<file path="config.mk">
export PLATFORM = sky130hd
export DESIGN_NAME = msb_first_bit_packer
export DESIGN_NICKNAME = d
export VERILOG_FILES = /design/src/sv/mbp_pkg.sv /design/src/sv/mbp_ctrl.sv /design/src/sv/mbp_dpath.sv /design/src/sv/msb_first_bit_packer.sv
export SDC_FILE = /design/constraint.sdc
export NUM_CORES = 1
export LEC_CHECK = 0
export BUFFER_PORTS_ARGS = -buffer_cell sky130_fd_sc_hd__buf_2
export CORE_ASPECT_RATIO = 0.5
export CORE_MARGIN = 3
export CORE_UTILIZATION = 25
export DETAILED_ROUTE_END_ITERATION = 10
export SLEW_MARGIN = 30
export SYNTH_ARGS = -nofsm -noshare
export SYNTH_HDL_FRONTEND = slang
export SYNTH_SLANG_ARGS = --single-unit
</file>
<file path="constraint.sdc">
create_clock -name clk -period 15.84 [get_ports clk]
set_clock_uncertainty 0.05 [all_clocks]
set_input_delay 0 -clock clk [delete_from_list [all_inputs] [get_ports clk]]
set_output_delay 0 -clock clk [all_outputs]
set_load 0.02 [all_outputs]
</file>
<file path="src/sv/mbp_pkg.sv">
// Package with the shared types and constants of the MSB-first bit packer.
`timescale 1ns / 1ps

package mbp_pkg;

  localparam int BYTE_W = 8;

  // Function codes carried in the input tuser.
  localparam logic FUNC_WRITE = 1'b0;
  localparam logic FUNC_FLUSH = 1'b1;

  // Commands from the controller to the datapath.
  typedef struct packed {
    logic load;        // Merge a write beat into the shift register.
    logic emit_write;  // Send the top byte of the shift register.
    logic finish;      // Park the leftover bits as the partial byte.
    logic emit_flush;  // Send the partial byte and clear it.
  } mbp_cmd_t;

  // Status from the datapath to the controller.
  typedef struct packed {
    logic rem_ge8;   // At least one full byte is waiting.
    logic fill_nz;   // The partial byte holds pending bits.
    logic out_free;  // The output register can take a new beat.
  } mbp_status_t;

endpackage

</file>
<file path="src/sv/mbp_ctrl.sv">
// Controller state machine of the MSB-first bit packer.
`timescale 1ns / 1ps

module mbp_ctrl (
  input  logic               clk,
  input  logic               rst,
  input  logic               s_tvalid,
  output logic               s_tready,
  input  logic               func,
  input  mbp_pkg::mbp_status_t status,
  output mbp_pkg::mbp_cmd_t    cmd
);
  import mbp_pkg::*;

  typedef enum logic [2:0] {
    ST_IDLE  = 3'b001,
    ST_EMIT  = 3'b010,
    ST_FLUSH = 3'b100
  } state_t;

  state_t state, state_next;
  logic   accept;

  assign s_tready = (state == ST_IDLE);
  assign accept   = s_tvalid && s_tready;

  // Next state and command decode.
  always_comb begin
    state_next = state;
    cmd        = '0;
    case (state)
      ST_IDLE: begin
        if (accept) begin
          if (func == FUNC_WRITE) begin
            cmd.load   = 1'b1;
            state_next = ST_EMIT;
          end else if (status.fill_nz) begin
            state_next = ST_FLUSH;
          end
        end
      end
      ST_EMIT: begin
        if (!status.rem_ge8) begin
          cmd.finish = 1'b1;
          state_next = ST_IDLE;
        end else if (status.out_free) begin
          cmd.emit_write = 1'b1;
        end
      end
      ST_FLUSH: begin
        if (status.out_free) begin
          cmd.emit_flush = 1'b1;
          state_next     = ST_IDLE;
        end
      end
      default: begin
        state_next = ST_IDLE;
      end
    endcase
  end

  // State register.
  always_ff @(posedge clk) begin
    if (rst) begin
      state <= ST_IDLE;
    end else begin
      state <= state_next;
    end
  end

endmodule

</file>
<file path="src/sv/mbp_dpath.sv">
// Datapath of the MSB-first bit packer: shift register, partial byte, counter, output beat.
`timescale 1ns / 1ps

module mbp_dpath #(
  parameter int MAX_WRITE_BITS = 64,
  parameter int COUNT_WIDTH    = 32
) (
  input  logic                 clk,
  input  logic                 rst,
  input  logic [63:0]          value_bits,
  input  logic [6:0]           bit_count,
  input  mbp_pkg::mbp_cmd_t    cmd,
  output mbp_pkg::mbp_status_t status,
  output logic                 m_tvalid,
  input  logic                 m_tready,
  output logic [39:0]          m_tdata,
  output logic                 m_tlast
);
  import mbp_pkg::*;

  localparam int AW = MAX_WRITE_BITS + BYTE_W;   // Shift register width.
  localparam int RW = $clog2(AW);                // Pending bit count width.
  localparam int SW = $clog2(AW + 1);            // Alignment shift width.
  localparam logic [6:0] MAX_N = 7'(MAX_WRITE_BITS);

  logic [AW-1:0]          acc;
  logic [RW-1:0]          rem;
  logic [BYTE_W-1:0]      partial_byte;
  logic [2:0]             fill_position;
  logic [COUNT_WIDTH-1:0] byte_counter;
  logic [COUNT_WIDTH-1:0] counter_next;

  logic [6:0]                sat_n;
  logic [RW-1:0]             n_rw;
  logic [63:0]               masked;
  logic [SW-1:0]             shamt;
  logic [AW-1:0]             load_acc;
  logic [COUNT_WIDTH+31:0]   count_ext;
  logic [BYTE_W-1:0]         out_byte;
  logic [31:0]               total_bytes;

  // Saturate the count and keep only the bits that take part.
  always_comb begin
    sat_n = (bit_count > MAX_N) ? MAX_N : bit_count;
    for (int j = 0; j < 64; j++) begin
      masked[j] = value_bits[j] & (j < int'(sat_n));
    end
  end

  // Line the new bits up right behind the pending bits of the partial byte.
  assign n_rw     = RW'(sat_n);
  assign shamt    = SW'(AW) - SW'(sat_n) - SW'(fill_position);
  assign load_acc = ({{BYTE_W{1'b0}}, masked[MAX_WRITE_BITS-1:0]} << shamt)
                  | {partial_byte, {MAX_WRITE_BITS{1'b0}}};

  assign status.rem_ge8  = |rem[RW-1:3];
  assign status.fill_nz  = (fill_position != 3'd0);
  assign status.out_free = !m_tvalid || m_tready;

  assign counter_next = byte_counter + COUNT_WIDTH'(1);

  // Shift register and pending bit count.
  always_ff @(posedge clk) begin
    if (rst) begin
      rem <= '0;
    end else if (cmd.load) begin
      acc <= load_acc;
      rem <= RW'(fill_position) + n_rw;
    end else if (cmd.emit_write) begin
      acc <= {acc[AW-BYTE_W-1:0], {BYTE_W{1'b0}}};
      rem <= rem - RW'(BYTE_W);
    end
  end

  // Partial byte, fill position and byte counter.
  always_ff @(posedge clk) begin
    if (rst) begin
      partial_byte  <= '0;
      fill_position <= '0;
      byte_counter  <= '0;
    end else begin
      if (cmd.finish) begin
        partial_byte  <= acc[AW-1 -: BYTE_W];
        fill_position <= rem[2:0];
      end else if (cmd.emit_flush) begin
        partial_byte  <= '0;
        fill_position <= '0;
      end
      if (cmd.emit_write) begin
        byte_counter <= counter_next;
      end
    end
  end

  // Output beat register.
  assign count_ext = {32'd0, (cmd.emit_write ? counter_next : byte_counter)};

  always_ff @(posedge clk) begin
    if (rst) begin
      m_tvalid <= 1'b0;
    end else if (cmd.emit_write || cmd.emit_flush) begin
      m_tvalid <= 1'b1;
    end else if (m_tready) begin
      m_tvalid <= 1'b0;
    end
  end

  always_ff @(posedge clk) begin
    if (cmd.emit_write || cmd.emit_flush) begin
      out_byte    <= cmd.emit_write ? acc[AW-1 -: BYTE_W] : partial_byte;
      m_tlast     <= cmd.emit_flush || (rem[RW-1:3] == (RW-3)'(1));
      total_bytes <= count_ext[31:0];
    end
  end

  assign m_tdata = {total_bytes, out_byte};

  // Bits below the fill position of the partial byte stay zero.
  a_partial_clean: assert property (@(posedge clk) disable iff (rst)
    (partial_byte & (8'hFF >> fill_position)) == 8'h00)
    else $error("partial byte has bits below the fill position");

  // A new beat never overwrites one the receiver has not taken.
  a_no_overwrite: assert property (@(posedge clk) disable iff (rst)
    (cmd.emit_write || cmd.emit_flush) |-> (!m_tvalid || m_tready))
    else $error("output beat overwritten while stalled");

  // The pending bit count never exceeds one partial byte plus a full write.
  a_rem_range: assert property (@(posedge clk) disable iff (rst)
    32'(rem) <= 32'(AW - 1))
    else $error("pending bit count out of range");

endmodule

</file>
<file path="src/sv/msb_first_bit_packer.sv">
// Top level of the MSB-first bit packer: controller and datapath.
//
// Input channel (s_*): one beat per item. s_tuser is the function: 0
// appends the low bit_count bits of value_bits, most significant bit first,
// and 1 flushes the pending partial byte zero padded at the low end.
// Output channel (m_*): one beat per completed byte. m_tlast marks the
// final byte caused by an input beat; total_bytes is the count of bytes
// completed by writes, including this one (a flush byte shows the
// unchanged count). The counter wraps at COUNT_WIDTH bits.
// Counts above MAX_WRITE_BITS saturate to MAX_WRITE_BITS.
// Timing: a write beat loads the shift register, then the output register
// takes the bytes it completes (0 to 8), one byte per cycle while the
// receiver does not stall, and the leftover bits are parked as the partial
// byte. A flush uses the flush state only if bits are pending. One item is
// worked on at a time; s_tready is high only while the block is idle.
// When the receiver stalls, the held beat waits in the output register and
// the controller pauses. Reset clears the partial byte, the fill position,
// the counter and the output valid.
`timescale 1ns / 1ps

module msb_first_bit_packer #(
  parameter int MAX_WRITE_BITS = 64,
  parameter int COUNT_WIDTH    = 32
) (
  input  logic        clk,
  input  logic        rst,
  input  logic        s_tvalid,
  output logic        s_tready,
  input  logic [71:0] s_tdata,   // value_bits [63:0], bit_count [70:64], zero [71]
  input  logic        s_tuser,   // func [0]
  output logic        m_tvalid,
  input  logic        m_tready,
  output logic [39:0] m_tdata,   // out_byte [7:0], total_bytes [39:8]
  output logic        m_tlast    // last
);
  import mbp_pkg::*;

  mbp_cmd_t    cmd;
  mbp_status_t status;

  mbp_ctrl u_ctrl (
    .clk      (clk),
    .rst      (rst),
    .s_tvalid (s_tvalid),
    .s_tready (s_tready),
    .func     (s_tuser),
    .status   (status),
    .cmd      (cmd)
  );

  mbp_dpath #(
    .MAX_WRITE_BITS (MAX_WRITE_BITS),
    .COUNT_WIDTH    (COUNT_WIDTH)
  ) u_dpath (
    .clk        (clk),
    .rst        (rst),
    .value_bits (s_tdata[63:0]),
    .bit_count  (s_tdata[70:64]),
    .cmd        (cmd),
    .status     (status),
    .m_tvalid   (m_tvalid),
    .m_tready   (m_tready),
    .m_tdata    (m_tdata),
    .m_tlast    (m_tlast)
  );

endmodule

</file>
# Word-level counts from Yosys, hierarchy flattened
# Index checks and enable logic that the tools add are counted.
dict set report word_totals {
  ff_bits 167
  out_inout_bits 43
}
dict set report op_classes {
  n_addsub 5
  magnitude_cmp 65
  n_eq_ne 8
  shift 1
  mux 27
  n_bitwise 66
  reduce_logical 12
}
# op count
set op_table {}
lappend op_table {{$lt A6 B7 Y1 const A} 32}
lappend op_table {{$mux W72} 2}
lappend op_table {{$lt A5 B7 Y1 const A} 16}
lappend op_table {{$or A72 B72 Y72} 1}
lappend op_table {{$shl A64 B7 Y72} 1}
lappend op_table {{$and A1 B1 Y1} 64}
lappend op_table {{$lt A4 B7 Y1 const A} 8}
lappend op_table {{$add A32 B1 Y32 const B} 1}
lappend op_table {{$mux W32} 1}
lappend op_table {{$lt A3 B7 Y1 const A} 4}
lappend op_table {{$mux W8} 3}
lappend op_table {{$mux W3} 7}
lappend op_table {{$mux W7} 3}
lappend op_table {{$lt A1 B7 Y1 const A} 2}
lappend op_table {{$lt A2 B7 Y1 const A} 2}
lappend op_table {{$mux W1} 9}
lappend op_table {{$pmux W3 S3} 1}
lappend op_table {{$add A3 B7 Y7} 1}
lappend op_table {{$gt A7 B7 Y1 const B} 1}
lappend op_table {{$sub A7 B3 Y7} 1}
lappend op_table {{$sub A7 B4 Y7 const B} 1}
lappend op_table {{$sub A7 B7 Y7 const A} 1}
lappend op_table {{$ne A2 B2 Y1 const B} 3}
lappend op_table {{$reduce_bool A2 Y1} 3}
lappend op_table {{other kinds (14)} 16}

# Depth between registers and ports, before layout
dict set report logic_depth {
  ltp_word 7
  ltp_mapped 19
  ltp_nobuf 14
}

# By module
# From an unflattened synthesis, not the netlist that was laid out.
dict set report hier_totals {
  hier_cells 1538
  area_unflattened_um2 13056.3
}
# module instances cells_per_inst area_per_inst_um2
set by_module_without_submodules {}
lappend by_module_without_submodules {mbp_dpath 1 1514 12849.8}
lappend by_module_without_submodules {mbp_ctrl 1 24 206.4}

# Least setup slack after synthesis
# OpenSTA, ideal clock, no wires.
dict set report synth_timing {
  path_type {reg-to-reg}
  startpoint {register u_ctrl.state[0]}
  endpoint {register u_dpath.acc[0] (enable)}
  t_arrival_ps 5286
  t_required_ps 15264
  setup_slack_ps 9978
  stages_incl_launch_ff 6
  n_path_buf 2
  synth_period_minus_slack_ps 5862
  path_cell_list {dfxtp_1 -> nor3b_1 -> nand3b_1 -> clkbuf_1 -> clkbuf_1 -> a21oi_1}
}
dict set report synth_between {
  elab_chain_len 6
  word_cells_on_any_way 8
  classes_between {eq/ne (2); mux (3); reduce/logical (3)}
}
# element line_no
set synth_lines {}
lappend synth_lines {{from (decl)} mbp_ctrl.sv:21} ;# state_t state, state_next;
lappend synth_lines {{from (signal assigned)} mbp_ctrl.sv:67} ;# state <= state_next;
lappend synth_lines {{$eq A3 B1 Y1 *} mbp_ctrl.sv:24} ;# assign s_tready = (state == ST_IDLE);
lappend synth_lines {{via s_tready} msb_first_bit_packer.sv:28} ;# output logic s_tready,
lappend synth_lines {{$logic_and A1 B1 Y1} mbp_ctrl.sv:25} ;# assign accept = s_tvalid && s_tready;
lappend synth_lines {{$mux W1} mbp_ctrl.sv:33} ;# if (accept) begin
lappend synth_lines {{$mux W1 *} mbp_ctrl.sv:31} ;# case (state)
lappend synth_lines {{$reduce_bool A2 Y1 (no line) *} n/a}
lappend synth_lines {{$reduce_and A2 Y1 (no line) *} n/a}
lappend synth_lines {{to (signal assigned)} mbp_dpath.sv:67} ;# acc <= load_acc;
lappend synth_lines {{to (signal assigned)} mbp_dpath.sv:70} ;# acc <= {acc[AW-BYTE_W-1:0], {BYTE_W{1'b0}}};
lappend synth_lines {{to (decl)} mbp_dpath.sv:26} ;# logic [AW-1:0] acc;
# Mark *: on every way through the listed nets, which the timed path passes. The rest lies on a longest branch.
# A chain may end at the register's enable or synchronous reset.

# Worst setup path after layout
dict set report layout_timing {
  startpoint {input port s_tdata[66]}
  endpoint {register u_dpath.acc[69] (data pin)}
}
dict set report layout_between {
  elab_chain_len 7
  word_cells_on_any_way 135
  classes_between {add/sub (2); order compare (65); shift (1); mux (2); bitwise (65)}
}
# element line_no
set layout_lines {}
lappend layout_lines {{from (decl)} msb_first_bit_packer.sv:29} ;# input logic [71:0] s_tdata,
lappend layout_lines {{$gt A7 B7 Y1} mbp_dpath.sv:44} ;# sat_n = (bit_count > MAX_N) ? MAX_N : bit_count;
lappend layout_lines {{$mux W7 *} mbp_dpath.sv:44}
lappend layout_lines {{$sub A7 B7 Y7, or another cell as far along} mbp_dpath.sv:52} ;# assign shamt = SW'(AW) - SW'(sat_n) - SW'(fill_position);
lappend layout_lines {{$sub A7 B3 Y7 / $and A1 B1 Y1 (equally long branches)} {mbp_dpath.sv:52, mbp_dpath.sv:46}}
lappend layout_lines {{$shl A64 B7 Y72 *} mbp_dpath.sv:53} ;# assign load_acc = ({{BYTE_W{1'b0}}, masked[MAX_WRITE_BITS-1:0]} << shamt)
lappend layout_lines {{$or A72 B72 Y72 *} mbp_dpath.sv:54} ;# | {partial_byte, {MAX_WRITE_BITS{1'b0}}};
lappend layout_lines {{$mux W72 *} mbp_dpath.sv:66} ;# end else if (cmd.load) begin
# Mark *: on every way between the ends. The rest lies on a longest branch, timed or not.

==> metrics <==
Final TNS setup=0 ps; number of buffers added for setup after CTS=0; sequential area share after synthesis=33.3%; fin crit share=32.7%; global router's overall resource usage=17.2%; fraction of registers with async set or reset after synthesis=0%; fraction of the mapped netlist area in compound gates=27.1%; clock tree from TritonCTS=built; TritonCTS Sinks=167; max-slew violations=0; number of library cell types mapped by synthesis=103; instance count of the mapped netlist=1577; terminating pin of the worst hold path=u_dpath.m_tvalid$_SDFFE_PP0P_; top-area cell type share of the netlist area=25.3%; result of the run=finished, final reports clean; post-route minimum period=5190 ps; cell type with the highest aggregate area in the netlist=sky130_fd_sc_hd__edfxtp_1; internal power component=0.000853 W; hold buffers post-CTS=2; post-DR vias/cell=5.83; number of placement rows=59; wire length reported by the detailed router=50800 µm; cell count of the worst hold path=4; Placed Cells=2295; die outline height=170 µm; layout cell share with drive strength beyond 1=16.2%; unrepaired setup endpoints after global routing=no; maximum count of clock buffers along a single path=2; syn_nets=1670; count of buffers inserted at the top-level ports=118; post-synthesis instance area=13400 µm²; warnings from Yosys=0; final-report hold violation count=0; leakage power figure=5.60 nW; filler instances=5588; area of the die=56700 µm²; R2R cell count=13; clock root buffer=sky130_fd_sc_hd__clkbuf_16; data arrival time of the critical path=5320 ps; Ant. Diodes=0; Crit. End Element=register; total via count after detailed routing=13576; total setup violations reported at the end of the flow=0; Sequential cell area=4470 µm²; max-slew headroom at the worst pin=31.1%; count of routing violations after the opening detailed-route iteration=1953; CTS buffer count=17; crit-path max FO=52; Worst R2R End=u_dpath.acc[69]$_DFFE_PP_; data required time at the worst endpoint=15980 ps; Wirelength per Cell=21.8 µm; Clock power frac=30.0%; starting density of the core=25.6%; max-capacitance violation count=0; part of the total power dissipated in combinational logic=36.1%; worst-skew pair later-pin latency=440 ps; register bit total from synthesis=167; Avg Cell Area, Syn=8.52 µm²; share of synthesized area spent on multiplexers=8.14%; most frequent standard cell in the layout excluding fill and tap cells=sky130_fd_sc_hd__nand2_1; DRC errors left=0; FMAX=193 MHz; worst vdd rail ir drop=0.0788 mV; antenna-violating nets left=0; worst min-delay path startpoint=m_tready; number of antenna violations at the first check in global routing=0; Adder-Cell Fraction of Synth Area=1.66%; share of total power consumed by net switching=39.8%; Hold Crit Class=in -> reg; number of enable flip-flop cells after synthesis=113; final total power=0.00142 W; count of nets after finishing=1709; number of optimization iterations in the first detailed-route pass=6; final hold slack=26.5 ps; core box area=52600 µm²; io pins=120; power per cell area=93.1 nW/µm²; vias in the first global route=12476; Tightest Pin Transition=1030 ps; most used cells in the layout excluding fill and tap cells=sky130_fd_sc_hd__nand2_1 (213), sky130_fd_sc_hd__nor2_1 (135), sky130_fd_sc_hd__buf_2 (117); Area contributors post-synth=sky130_fd_sc_hd__edfxtp_1 (25%), sky130_fd_sc_hd__dfxtp_1 (8.0%), sky130_fd_sc_hd__nand2_1 (6.0%), sky130_fd_sc_hd__mux2i_1 (3.9%), sky130_fd_sc_hd__nor2_1 (3.8%); largest family of logic cells by synthesized area=compound AO/OA/AOI/OAI gates; crit start category=primary input; end-of-flow core utilization=29.0%; Worst Path Class, Setup=in -> reg; basic-gate share of the synthesized area counting and, or, nand and nor cells=21.4%; sequential power share=34.0%; die width=334 µm; Primary FF master, synth=sky130_fd_sc_hd__edfxtp_1; Placer Congestion=0.922; switching component of the power=0.000565 W; startpoint of the most critical register-to-register path=u_dpath.fill_position[2]$_SDFFE_PP0P_; post_cts resized=0; remaining global-route overflow=0; internal reg-to-reg setup slack=11010 ps; area taken by multi-input logic gates=8320 µm²; clock transition at the registers of the reported paths=70 ps; wire length of the first global-routing pass=76700 µm; Post-Synth XOR/XNOR Area=2.92%; half-perimeter wire length after placement=36200 µm; synthesis-to-layout area growth=13.3%; CTS HTree Levels=4; non-filler instance count after layout=2330; largest net degree at the start of global routing=88
[cell families after synthesis]
family / after synthesis
buffers and inverters: 158
AO/OA/AOI/OAI: 513
AND/OR/NAND/NOR: 590
flip-flops: 167
adder cells (fa/ha/maj): 16
multiplexers: 89
XOR/XNOR: 44
[cell usage after synthesis (all sizes together), types with 11 or more instances]
cell type    n
nand3       37
buf         72
o32ai       13
a22o        16
ha          13
o21ai      109
o22ai       29
mux4        14
xnor2       26
inv         28
dfxtp       54
nor2b       44
nand4       12
a32oi       11
a211oi      31
and2        11
nor4        12
o221ai      20
a21oi       77
clkbuf      57
mux2        22
o211ai      17
a211o       15
a22oi       29
edfxtp     113
xor2        18
a31oi       22
and3        15
nand2      214
nand2b      12
nor3        56
mux2i       53
nor2       137
o21a        12
[layout make-up]
cell class | count | area share, %
inverters | 29 | 0.715
clock buffers | 17 | 2.80
repair buffers | 149 | 5.54
multi-input cells | 1252 | 54.6
flip-flops and latches | 167 | 29.4
well taps | 701 | 5.76
clock inverters | 15 | 1.15
[critical path, stage by stage]
cell and delay [ps]:
sky130_fd_sc_hd__buf_2 570, sky130_fd_sc_hd__and2b_1 310, sky130_fd_sc_hd__inv_1 280, sky130_fd_sc_hd__ha_1 440, sky130_fd_sc_hd__inv_1 100, sky130_fd_sc_hd__fa_2 950, sky130_fd_sc_hd__inv_2 40, sky130_fd_sc_hd__buf_4 340
sky130_fd_sc_hd__nand2_1 530, sky130_fd_sc_hd__nor2_1 80, sky130_fd_sc_hd__a22o_1 210, sky130_fd_sc_hd__nor4_1 680, sky130_fd_sc_hd__a222oi_1 360, sky130_fd_sc_hd__o22ai_1 280, sky130_fd_sc_hd__o22ai_1 110
[power groups by stage]
stage / Sequential [W] / Combinational (W) / Clock (W)
4_1_cts: 0.000481 / 0.000491 / 0.000429
5_1_grt: 0.000482 / 0.000540 / 0.000447
3_5_place_dp: 0.000491 / 0.000489 / 0
2_1_floorplan: 0.000491 / 0.000329 / 0
6_report: 0.000481 / 0.000511 / 0.000425
3_3_place_gp: 0.000491 / 0.000488 / 0
[how the worst max path moves through the flow]
stage / from / endpoint / slack [ps] / cells after the start
6_report: s_tdata[66] / u_dpath.acc[69]$_DFFE_PP_ / 10660 / 15
5_1_grt: s_tdata[66] / u_dpath.acc[69]$_DFFE_PP_ / 10530 / 15
4_1_cts: s_tdata[66] / u_dpath.acc[64]$_DFFE_PP_ / 10880 / 14
3_5_place_dp: s_tdata[66] / u_dpath.acc[64]$_DFFE_PP_ / 10420 / 14
3_3_place_gp: s_tdata[66] / u_dpath.acc[32]$_DFFE_PP_ / 10450 / 14
2_1_floorplan: u_ctrl.state[0]$_SDFFE_PP1P_ / u_dpath.acc[0]$_SDFFCE_PN0P_ / 9980 / 5
[per-layer routing]
metal / track usage [%] / wire length, µm
met1: 22.7 / 20800
met2: 28.1 / 23300
met3: 2.90 / 4850
met4: 6.88 / 1890
met5: 0 / 0
[flip-flops by register name, summed over array words and instances (netlist names)]
| name | flops |
|---|---|
| u_dpath.fill_position | 3 |
| u_dpath.rem | 7 |
| u_dpath.partial_byte | 8 |
| u_dpath.total_bytes | 32 |
| u_ctrl.state | 3 |
| u_dpath.m_tvalid | 1 |
| u_dpath.m_tlast | 1 |
| u_dpath.acc | 72 |
| u_dpath.byte_counter | 32 |
| u_dpath.out_byte | 8 |
[stage by stage]
step	setup slack, ps	instance area (µm²)
after floorplan	9980	13400
after global placement	10450	14600
after detailed placement	10420	14600
after CTS	10880	15200
after global routing	10530	15200
final	10660	15200
No activity file was read; power rests on OpenSTA's default activity.
